==> src/design/efqt_pkg.sv <==
// shared types, constants and crc function for the event frame queue transmitter
package efqt_pkg;

    localparam int QUEUE_DEPTH = 8;
    localparam int PTR_W       = (QUEUE_DEPTH > 1) ? $clog2(QUEUE_DEPTH) : 1;
    localparam int COUNT_W     = $clog2(QUEUE_DEPTH + 1);
    localparam int CRC_STEPS   = 11;
    localparam int STEP_W      = $clog2(CRC_STEPS);

    localparam logic [15:0] CRC_INIT = 16'hFFFF;
    localparam logic [15:0] CRC_POLY = 16'h1021;
    localparam logic [7:0]  SOF_A    = 8'hAA;
    localparam logic [7:0]  SOF_B    = 8'h55;
    localparam logic [7:0]  LEN_BYTE = 8'd13;
    localparam logic [7:0]  EOF_BYTE = 8'h0D;

    typedef enum logic [4:0] {
        ST_IDLE  = 5'b00001,
        ST_CRC   = 5'b00010,
        ST_WRITE = 5'b00100,
        ST_SEND  = 5'b01000,
        ST_DONE  = 5'b10000
    } state_t;

    typedef struct packed {
        logic [7:0]  src;
        logic [3:0]  flag;
        logic [15:0] peak;
        logic [31:0] energy;
        logic [15:0] seq;
        logic [15:0] crc;
    } entry_t;

    localparam int ENTRY_W = $bits(entry_t);

    // one byte through crc16-ccitt, msb first
    function automatic logic [15:0] crc_byte(input logic [15:0] crc_in, input logic [7:0] data);
        logic [15:0] c;
        c = crc_in ^ {data, 8'h00};
        for (int b = 0; b < 8; b++) begin
            if (c[15])
            begin
                c = {c[14:0], 1'b0} ^ CRC_POLY;
            end
            else
            begin
                c = {c[14:0], 1'b0};
            end
        end
        return c;
    endfunction

endpackage

==> src/design/efqt_ram.sv <==
// generic single-write, single-read ram with registered read data
module efqt_ram #(
    parameter int WIDTH = 8,
    parameter int DEPTH = 8
) (
    input  logic                                    clk,
    input  logic                                    wr_en,
    input  logic [((DEPTH > 1) ? $clog2(DEPTH) : 1)-1:0] wr_addr,
    input  logic [WIDTH-1:0]                        wr_data,
    input  logic [((DEPTH > 1) ? $clog2(DEPTH) : 1)-1:0] rd_addr,
    output logic [WIDTH-1:0]                        rd_data
);

    logic [WIDTH-1:0] mem [DEPTH];

    always_ff @(posedge clk)
    begin
        if (wr_en)
        begin
            mem[wr_addr] <= wr_data;
        end
        rd_data <= mem[rd_addr];
    end

endmodule

==> src/design/event_frame_queue_transmitter.sv <==
// event framer with crc16 and a ring of queued frames sent one byte per tick
//
//  channel | signals                                               | handshake
//  --------+-------------------------------------------------------+-----------------
//  in      | cmd trig chan wave_end                                | in_valid/in_ready
//          | peak_sample energy                                    |
//  out     | accepted tx_valid tx_byte tx_last dropped_total       | out_valid/out_ready
//          | frames_pending                                        |
//  cfg     | cfg_wr_data (source id)                               | cfg_wr_en
//
//  queued event: crc passes from the length byte to the sequence number, then the ram write
//  tick with a queued frame: the send state picks the byte from the registered ram read
//  dropped event or tick on an empty queue: straight from idle to the done state
//  one word at a time; a finished word waits in the output register while the next is taken
//  reset clears pointers and counters and sets the source id to 1; ram contents are not cleared
module event_frame_queue_transmitter
    import efqt_pkg::*;
(
    input  logic        clk,
    input  logic        rst_n,
    input  logic        in_valid,
    output logic        in_ready,
    input  logic        cmd,
    input  logic        trig,
    input  logic        chan,
    input  logic        wave_end,
    input  logic [15:0] peak_sample,
    input  logic [31:0] energy,
    output logic        out_valid,
    input  logic        out_ready,
    output logic        accepted,
    output logic        tx_valid,
    output logic [7:0]  tx_byte,
    output logic        tx_last,
    output logic [31:0] dropped_total,
    output logic [3:0]  frames_pending,
    input  logic        cfg_wr_en,
    input  logic [7:0]  cfg_wr_data
);

    localparam logic [PTR_W-1:0]   PTR_LAST   = PTR_W'(QUEUE_DEPTH - 1);
    localparam logic [COUNT_W-1:0] COUNT_FULL = COUNT_W'(QUEUE_DEPTH);
    localparam logic [STEP_W-1:0]  STEP_LAST  = STEP_W'(CRC_STEPS - 1);

    state_t state_reg, state_next;

    logic [PTR_W-1:0]   write_ptr_reg, write_ptr_next;
    logic [PTR_W-1:0]   read_ptr_reg, read_ptr_next;
    logic [COUNT_W-1:0] frame_count_reg, frame_count_next;
    logic [3:0]         byte_pos_reg, byte_pos_next;
    logic [31:0]        drop_total_reg, drop_total_next;
    logic               overflow_reg, overflow_next;
    logic [15:0]        seq_reg, seq_next;
    logic [7:0]         source_id_reg, source_id_next;

    logic [STEP_W-1:0]  step_reg, step_next;
    logic [15:0]        crc_reg, crc_next;
    logic [3:0]         flag_reg, flag_next;
    logic [15:0]        peak_reg, peak_next;
    logic [31:0]        energy_reg, energy_next;

    logic               res_acc_reg, res_acc_next;
    logic               res_txv_reg, res_txv_next;
    logic [7:0]         res_txb_reg, res_txb_next;
    logic               res_txl_reg, res_txl_next;

    logic               out_valid_reg, out_valid_next;
    logic               out_acc_reg, out_acc_next;
    logic               out_txv_reg, out_txv_next;
    logic [7:0]         out_txb_reg, out_txb_next;
    logic               out_txl_reg, out_txl_next;
    logic [31:0]        out_drop_reg, out_drop_next;
    logic [3:0]         out_pend_reg, out_pend_next;

    logic               ram_wr_en;
    entry_t             ram_wr_data;
    logic [ENTRY_W-1:0] ram_rd_raw;
    entry_t             rd_entry;
    logic [7:0]         crc_in_byte;
    logic [7:0]         frame_byte;
    logic [COUNT_W+3:0] count_ext;
    logic               in_fire;
    logic               out_free;

    efqt_ram #(
        .WIDTH(ENTRY_W),
        .DEPTH(QUEUE_DEPTH)
    ) u_ram (
        .clk    (clk),
        .wr_en  (ram_wr_en),
        .wr_addr(write_ptr_reg),
        .wr_data(ram_wr_data),
        .rd_addr(read_ptr_reg),
        .rd_data(ram_rd_raw)
    );

    assign rd_entry  = entry_t'(ram_rd_raw);
    assign in_ready  = (state_reg == ST_IDLE);
    assign in_fire   = in_valid && in_ready;
    assign out_free  = !out_valid_reg || out_ready;
    assign count_ext = {4'b0000, frame_count_reg};

    assign ram_wr_en   = (state_reg == ST_WRITE);
    assign ram_wr_data = '{src: source_id_reg, flag: flag_reg, peak: peak_reg,
                           energy: energy_reg, seq: seq_reg, crc: crc_reg};

    // byte fed to the crc unit on each pass
    always_comb
    begin
        case (step_reg)
            STEP_W'(0):  crc_in_byte = LEN_BYTE;
            STEP_W'(1):  crc_in_byte = source_id_reg;
            STEP_W'(2):  crc_in_byte = {4'b0000, flag_reg};
            STEP_W'(3):  crc_in_byte = peak_reg[15:8];
            STEP_W'(4):  crc_in_byte = peak_reg[7:0];
            STEP_W'(5):  crc_in_byte = energy_reg[31:24];
            STEP_W'(6):  crc_in_byte = energy_reg[23:16];
            STEP_W'(7):  crc_in_byte = energy_reg[15:8];
            STEP_W'(8):  crc_in_byte = energy_reg[7:0];
            STEP_W'(9):  crc_in_byte = seq_reg[15:8];
            default:     crc_in_byte = seq_reg[7:0];
        endcase
    end

    // frame byte of the oldest entry
    always_comb
    begin
        case (byte_pos_reg)
            4'd0:    frame_byte = SOF_A;
            4'd1:    frame_byte = SOF_B;
            4'd2:    frame_byte = LEN_BYTE;
            4'd3:    frame_byte = rd_entry.src;
            4'd4:    frame_byte = {4'b0000, rd_entry.flag};
            4'd5:    frame_byte = rd_entry.peak[15:8];
            4'd6:    frame_byte = rd_entry.peak[7:0];
            4'd7:    frame_byte = rd_entry.energy[31:24];
            4'd8:    frame_byte = rd_entry.energy[23:16];
            4'd9:    frame_byte = rd_entry.energy[15:8];
            4'd10:   frame_byte = rd_entry.energy[7:0];
            4'd11:   frame_byte = rd_entry.seq[15:8];
            4'd12:   frame_byte = rd_entry.seq[7:0];
            4'd13:   frame_byte = rd_entry.crc[15:8];
            4'd14:   frame_byte = rd_entry.crc[7:0];
            default: frame_byte = EOF_BYTE;
        endcase
    end

    always_comb
    begin
        state_next       = state_reg;
        write_ptr_next   = write_ptr_reg;
        read_ptr_next    = read_ptr_reg;
        frame_count_next = frame_count_reg;
        byte_pos_next    = byte_pos_reg;
        drop_total_next  = drop_total_reg;
        overflow_next    = overflow_reg;
        seq_next         = seq_reg;
        source_id_next   = source_id_reg;
        step_next        = step_reg;
        crc_next         = crc_reg;
        flag_next        = flag_reg;
        peak_next        = peak_reg;
        energy_next      = energy_reg;
        res_acc_next     = res_acc_reg;
        res_txv_next     = res_txv_reg;
        res_txb_next     = res_txb_reg;
        res_txl_next     = res_txl_reg;
        out_valid_next   = out_valid_reg;
        out_acc_next     = out_acc_reg;
        out_txv_next     = out_txv_reg;
        out_txb_next     = out_txb_reg;
        out_txl_next     = out_txl_reg;
        out_drop_next    = out_drop_reg;
        out_pend_next    = out_pend_reg;

        if (cfg_wr_en)
        begin
            source_id_next = cfg_wr_data;
        end

        if (out_valid_reg && out_ready)
        begin
            out_valid_next = 1'b0;
        end

        case (state_reg)
            ST_IDLE:
            begin
                if (in_fire)
                begin
                    res_acc_next = 1'b0;
                    res_txv_next = 1'b0;
                    res_txb_next = 8'h00;
                    res_txl_next = 1'b0;
                    if (!cmd)
                    begin
                        if (frame_count_reg == COUNT_FULL)
                        begin
                            drop_total_next = drop_total_reg + 32'd1;
                            overflow_next   = 1'b1;
                            state_next      = ST_DONE;
                        end
                        else
                        begin
                            flag_next   = {overflow_reg, wave_end, chan, trig};
                            peak_next   = peak_sample;
                            energy_next = energy;
                            step_next   = '0;
                            crc_next    = CRC_INIT;
                            state_next  = ST_CRC;
                        end
                    end
                    else if (frame_count_reg == '0)
                    begin
                        byte_pos_next = 4'd0;
                        state_next    = ST_DONE;
                    end
                    else
                    begin
                        state_next = ST_SEND;
                    end
                end
            end

            ST_CRC:
            begin
                crc_next  = crc_byte(crc_reg, crc_in_byte);
                step_next = step_reg + 1'b1;
                if (step_reg == STEP_LAST)
                begin
                    state_next = ST_WRITE;
                end
            end

            ST_WRITE:
            begin
                write_ptr_next   = (write_ptr_reg == PTR_LAST) ? '0 : write_ptr_reg + 1'b1;
                frame_count_next = frame_count_reg + 1'b1;
                overflow_next    = 1'b0;
                seq_next         = seq_reg + 16'd1;
                res_acc_next     = 1'b1;
                state_next       = ST_DONE;
            end

            ST_SEND:
            begin
                res_txv_next = 1'b1;
                res_txb_next = frame_byte;
                if (byte_pos_reg == 4'd15)
                begin
                    res_txl_next     = 1'b1;
                    byte_pos_next    = 4'd0;
                    read_ptr_next    = (read_ptr_reg == PTR_LAST) ? '0 : read_ptr_reg + 1'b1;
                    frame_count_next = frame_count_reg - 1'b1;
                end
                else
                begin
                    byte_pos_next = byte_pos_reg + 4'd1;
                end
                state_next = ST_DONE;
            end

            ST_DONE:
            begin
                if (out_free)
                begin
                    out_valid_next = 1'b1;
                    out_acc_next   = res_acc_reg;
                    out_txv_next   = res_txv_reg;
                    out_txb_next   = res_txb_reg;
                    out_txl_next   = res_txl_reg;
                    out_drop_next  = drop_total_reg;
                    out_pend_next  = count_ext[3:0];
                    state_next     = ST_IDLE;
                end
            end

            default:
            begin
                state_next = ST_IDLE;
            end
        endcase
    end

    always_ff @(posedge clk or negedge rst_n)
    begin
        if (!rst_n)
        begin
            state_reg       <= ST_IDLE;
            write_ptr_reg   <= '0;
            read_ptr_reg    <= '0;
            frame_count_reg <= '0;
            byte_pos_reg    <= 4'd0;
            drop_total_reg  <= 32'd0;
            overflow_reg    <= 1'b0;
            seq_reg         <= 16'd0;
            source_id_reg   <= 8'd1;
            step_reg        <= '0;
            out_valid_reg   <= 1'b0;
        end
        else
        begin
            state_reg       <= state_next;
            write_ptr_reg   <= write_ptr_next;
            read_ptr_reg    <= read_ptr_next;
            frame_count_reg <= frame_count_next;
            byte_pos_reg    <= byte_pos_next;
            drop_total_reg  <= drop_total_next;
            overflow_reg    <= overflow_next;
            seq_reg         <= seq_next;
            source_id_reg   <= source_id_next;
            step_reg        <= step_next;
            out_valid_reg   <= out_valid_next;
        end
    end

    always_ff @(posedge clk)
    begin
        crc_reg      <= crc_next;
        flag_reg     <= flag_next;
        peak_reg     <= peak_next;
        energy_reg   <= energy_next;
        res_acc_reg  <= res_acc_next;
        res_txv_reg  <= res_txv_next;
        res_txb_reg  <= res_txb_next;
        res_txl_reg  <= res_txl_next;
        out_acc_reg  <= out_acc_next;
        out_txv_reg  <= out_txv_next;
        out_txb_reg  <= out_txb_next;
        out_txl_reg  <= out_txl_next;
        out_drop_reg <= out_drop_next;
        out_pend_reg <= out_pend_next;
    end

    assign out_valid      = out_valid_reg;
    assign accepted       = out_acc_reg;
    assign tx_valid       = out_txv_reg;
    assign tx_byte        = out_txb_reg;
    assign tx_last        = out_txl_reg;
    assign dropped_total  = out_drop_reg;
    assign frames_pending = out_pend_reg;

endmodule
==> config.mk <==
export PLATFORM = sky130hd
export DESIGN_NAME = event_frame_queue_transmitter
export DESIGN_NICKNAME = d
export VERILOG_FILES = /design/src/design/efqt_pkg.sv /design/src/design/efqt_ram.sv /design/src/design/event_frame_queue_transmitter.sv
export SDC_FILE = /design/constraint.sdc
export NUM_CORES = 1
export LEC_CHECK = 0
export BUFFER_PORTS_ARGS = -buffer_cell sky130_fd_sc_hd__buf_2
export CORE_ASPECT_RATIO = 0.7
export CORE_UTILIZATION = 55
export CTS_CLUSTER_SIZE = 10
export DETAILED_ROUTE_END_ITERATION = 16
export HOLD_SLACK_MARGIN = 0.08
export PLACE_DENSITY = 0.68
export RECOVER_POWER = 100
export SYNTH_ARGS = -nofsm -noshare
export SYNTH_HDL_FRONTEND = slang
export SYNTH_SLANG_ARGS = --single-unit
==> constraint.sdc <==
create_clock -name clk -period 14.2 [get_ports clk]
set_clock_uncertainty 0.2 [all_clocks]
set_input_delay 3.55 -clock clk [delete_from_list [all_inputs] [get_ports clk]]
set_output_delay 3.55 -clock clk [all_outputs]
set_load 0.005 [all_outputs]
==> metrics.yaml <==
clock_network:
  numCtsBuffers: 114
  post_cts_buffers: 0
  root_buffer: "clkbuf_16"
  cts_tree: "built"
  htreeDepth: 3
  worstSkewPairLatency_ns: 0.68
  cts_hold_buf: 0
  clk_pin_slew_worst_paths_ns: 0.06
  ctsResizeCount: 0
  clockBufferDepth: 3
  cts_sinks: 1035
synth:
  synth_edf_count: 862
  synth_fp_nets: 1957
  synth-compound-area-share: 0.0282
  synth_cell_types: 67
  ys.flop_type: "edfxtp_1"
  synth_adder_area_share: 0.00570
  synth_area_um2: 38600
  synth_area_leader_cell: "edfxtp_1"
  yosys-top-cells-area: "edfxtp_1 67%, mux4_2 11%, dfrtp_1 5.1%, dfxtp_1 4.8%, mux2_2 3.0%"
  syn_avg_cell_area_um2: 20.6
  synth.top_cell.area_share: 0.670
  yosysWarnings: 0
  synth_top_family_by_area: "multiplexers"
  synth_mux_area_frac: 0.141
  yosys.area_share.simple: 0.0275
  syn_inst: 1875
  yosysSeqAreaShare: 0.770
  ys_ff_latch: 1035
  yosys.area_share.xor_xnor: 0.0179
  synthArstFlopShare: 0.0783
sta:
  rsz0062_at_grt: "no"
  tns_ns: 0
  final.min_clock_period_ns: 8.40
  setup_viol: 0
  tightest_slew_ns: 4.26
  max_slew_margin: -1.84
  finalHoldViolCount: 0
  max_freq_mhz: 119
  timing.final.crit_share: 0.592
  maxSlewViolCount: 1035
cells_and_area:
  reg_top3: "u_ram.mem (736), u_ram.rd_data (92)"
  drive_above_1_share: 0.232
  design_area_um2: 43500
  fin_util: 0.632
  largest_reg_flops: 736
  max_flop_register: "u_ram.mem"
  final_nets: 2133
  area_growth_pct: 12.5
critical_path:
  crit_top_cell: "clkbuf_1"
  cp_top_family: "buffers and inverters"
  start_kind: "flop"
  critPathKind: "flop to flop"
  critical_path_arrival_ns: 8.39
  end_kind: "flop"
  critPathMaxFanout: 47
  cp.depth: 7
  critical-path-slowest-cell: "clkbuf_1"
  required_ns: 14.18
  crit_chain: "nor3_1 -> nand3b_1 -> inv_1 -> nand2_1 -> nor3b_1 -> clkbuf_1 -> clkbuf_1"
  slowest_delay_ns: 2.83
  reg2regPathDepth: 7
  crit_buf_inv: 3
global_routing:
  grt_pass1_wl_mm: 127
  antenna_found_initial: 3
  grt_pass1_vias: 19200
  grt_max_degree: 148
  track_usage: 0.248
  gr-total-overflow: 0
floorplanning:
  die_area_um2: 71300
  die_w_um: 319
  start_util: 0.562
  ios: 114
  rows: 80
  core_um2: 68800
  die_h_um: 224
routing:
  routed_wl_mm: 86.6
  wl_per_cell_um: 28.3
  drcViolationCount: 0
  first_iter_violations: 2195
  vias_per_cell: 6.23
  postRouteAntennaNets: 0
  dr.pass1.iters: 6
  dr_total_vias: 19000
power_and_ir_drop:
  leakagePower_nw: 14.2
  clkPwrFrac: 0.376
  seq_power_share: 0.514
  p_sw_mw: 1.80
  power_density_nw_per_um2: 164
  netSwitchingFraction: 0.252
  ir_drop_mv: 0.105
  comb_power_share: 0.110
  intPower_mw: 5.33
status:
  violations: "max-capacitance violations, max-slew violations"
  status: "finished with violations"
placement:
  placed_cell_area_um2: 40300
  io_buffers: 113
  dp.final_hpwl_mm: 48.3
  gp_congestion: 0.832
job:
  maxCapViolCount: 22
hold_path:
  hp-class: "flop to flop"
  holdPathStages: 0
[kinds of logic (layout without fill, tap and decap cells)]
kind of cell | count (synthesis) | count (layout)
flip-flops | 1035 | 1035
multiplexers | 296 | 296
AND/OR/NAND/NOR | 209 | 209
AO/OA/AOI/OAI | 148 | 148
buffers and inverters | 99 | 376
XOR/XNOR | 71 | 71
adder cells (fa/ha/maj) | 17 | 17
other | 0 | 2
[worst register-to-register path, delay by kind of cell, from the launching register on]
kind                   cells  cell delay, ns
and+or+nand+nor            4            1.31
buffers and inverters      3            5.95
DFF                        1            0.42
[cell type report]
class	count	area, µm²
diodes	2	5.00
clock buffers	211	3290
clock inverters	6	104
fillers	4683	25300
inverters	14	52.6
multi-input cells	741	8450
flip-flops and latches	1035	29800
well taps	902	1130
repair buffers	145	702
[per-stage QoR]
step,cells,setup WS (ns),hold WS [ns],power (mW)
after floorplan,1875,2.70,0.200,4.17
after global placement,2837,8.51,0.206,4.48
after detailed placement,2837,8.46,0.205,4.51
after CTS,3054,8.55,0.217,7.17
after global routing,3054,5.19,0.238,7.35
final,3056,5.80,0.216,7.13
[power groups by stage]
stage | clock network, mW | registers (mW) | logic, mW
3_5_place_dp | 0 | 3.72 | 0.790
6_report | 2.68 | 3.67 | 0.784
2_1_floorplan | 0 | 3.64 | 0.528
3_3_place_gp | 0 | 3.71 | 0.776
4_1_cts | 2.72 | 3.66 | 0.795
5_1_grt | 2.84 | 3.68 | 0.828
[placed cells by master (no fill, tap or decap), types with 47 or more instances in the layout]
cell type,instances
edfxtp_1,862
mux4_2,187
clkbuf_1,156
clkbuf_16,117
mux2_2,94
dfxtp_1,92
dfrtp_1,77
buf_2,70
nand2_1,62
xnor2_1,47
[per-layer routing]
layer / vias to the layer above / share of wire / GRT usage
li1: 8013 / - / -
met1: 10100 / 0.43 / 0.367
met2: 813 / 0.46 / 0.374
met3: 116 / 0.092 / 0.0587
met4: 0 / 0.019 / 0.0661
met5: - / 0 / 0
[cell usage after synthesis (3+ instances only)]
| library cell | number |
|---|---|
| nand3b_1 | 9 |
| o22ai_1 | 3 |
| xnor2_1 | 45 |
| xnor2_2 | 3 |
| inv_2 | 3 |
| nand4_1 | 9 |
| ha_1 | 16 |
| nand3_1 | 25 |
| nor2_1 | 42 |
| a22o_1 | 10 |
| mux2i_1 | 6 |
| mux4_2 | 187 |
| mux2_2 | 103 |
| nor2b_1 | 5 |
| a211oi_1 | 8 |
| buf_1 | 24 |
| dfxtp_1 | 92 |
| a31oi_1 | 5 |
| xor2_1 | 19 |
| dfrtp_1 | 79 |
| nand2b_1 | 8 |
| nor4b_1 | 3 |
| a22oi_1 | 24 |
| edfxtp_1 | 862 |
| nor3_1 | 9 |
| nor4_1 | 3 |
| and4_1 | 4 |
| xnor3_1 | 3 |
| a21o_1 | 5 |
| nor3_2 | 3 |
| clkbuf_1 | 49 |
| and3_1 | 12 |
| a21oi_1 | 33 |
| a221oi_1 | 12 |
| o21ai_0 | 16 |
| a311oi_1 | 3 |
| inv_1 | 11 |
| and2_1 | 6 |
| buf_2 | 11 |
| nand2_1 | 62 |
| a222oi_1 | 12 |
[worst paths after layout]
kind                                              start                      endpoint  slack (ns)
max                            state_reg[1]$_DFFE_PN0P_    u_ram.mem[5][86]$_DFFE_PP_        5.80
min                        res_txb_reg[4]$_SDFFCE_PN0P_          tx_byte[4]$_DFFE_PP_        0.22
max reg2reg                    state_reg[1]$_DFFE_PN0P_    u_ram.mem[5][86]$_DFFE_PP_        5.80
min reg2reg                res_txb_reg[4]$_SDFFCE_PN0P_          tx_byte[4]$_DFFE_PP_        0.22
max in group asynchronous                         rst_n   read_ptr_reg[1]$_DFFE_PN0P_        6.19
min in group asynchronous                         rst_n  source_id_reg[6]$_DFFE_PN0P_        2.63
No activity file was read; power rests on OpenSTA's default activity.
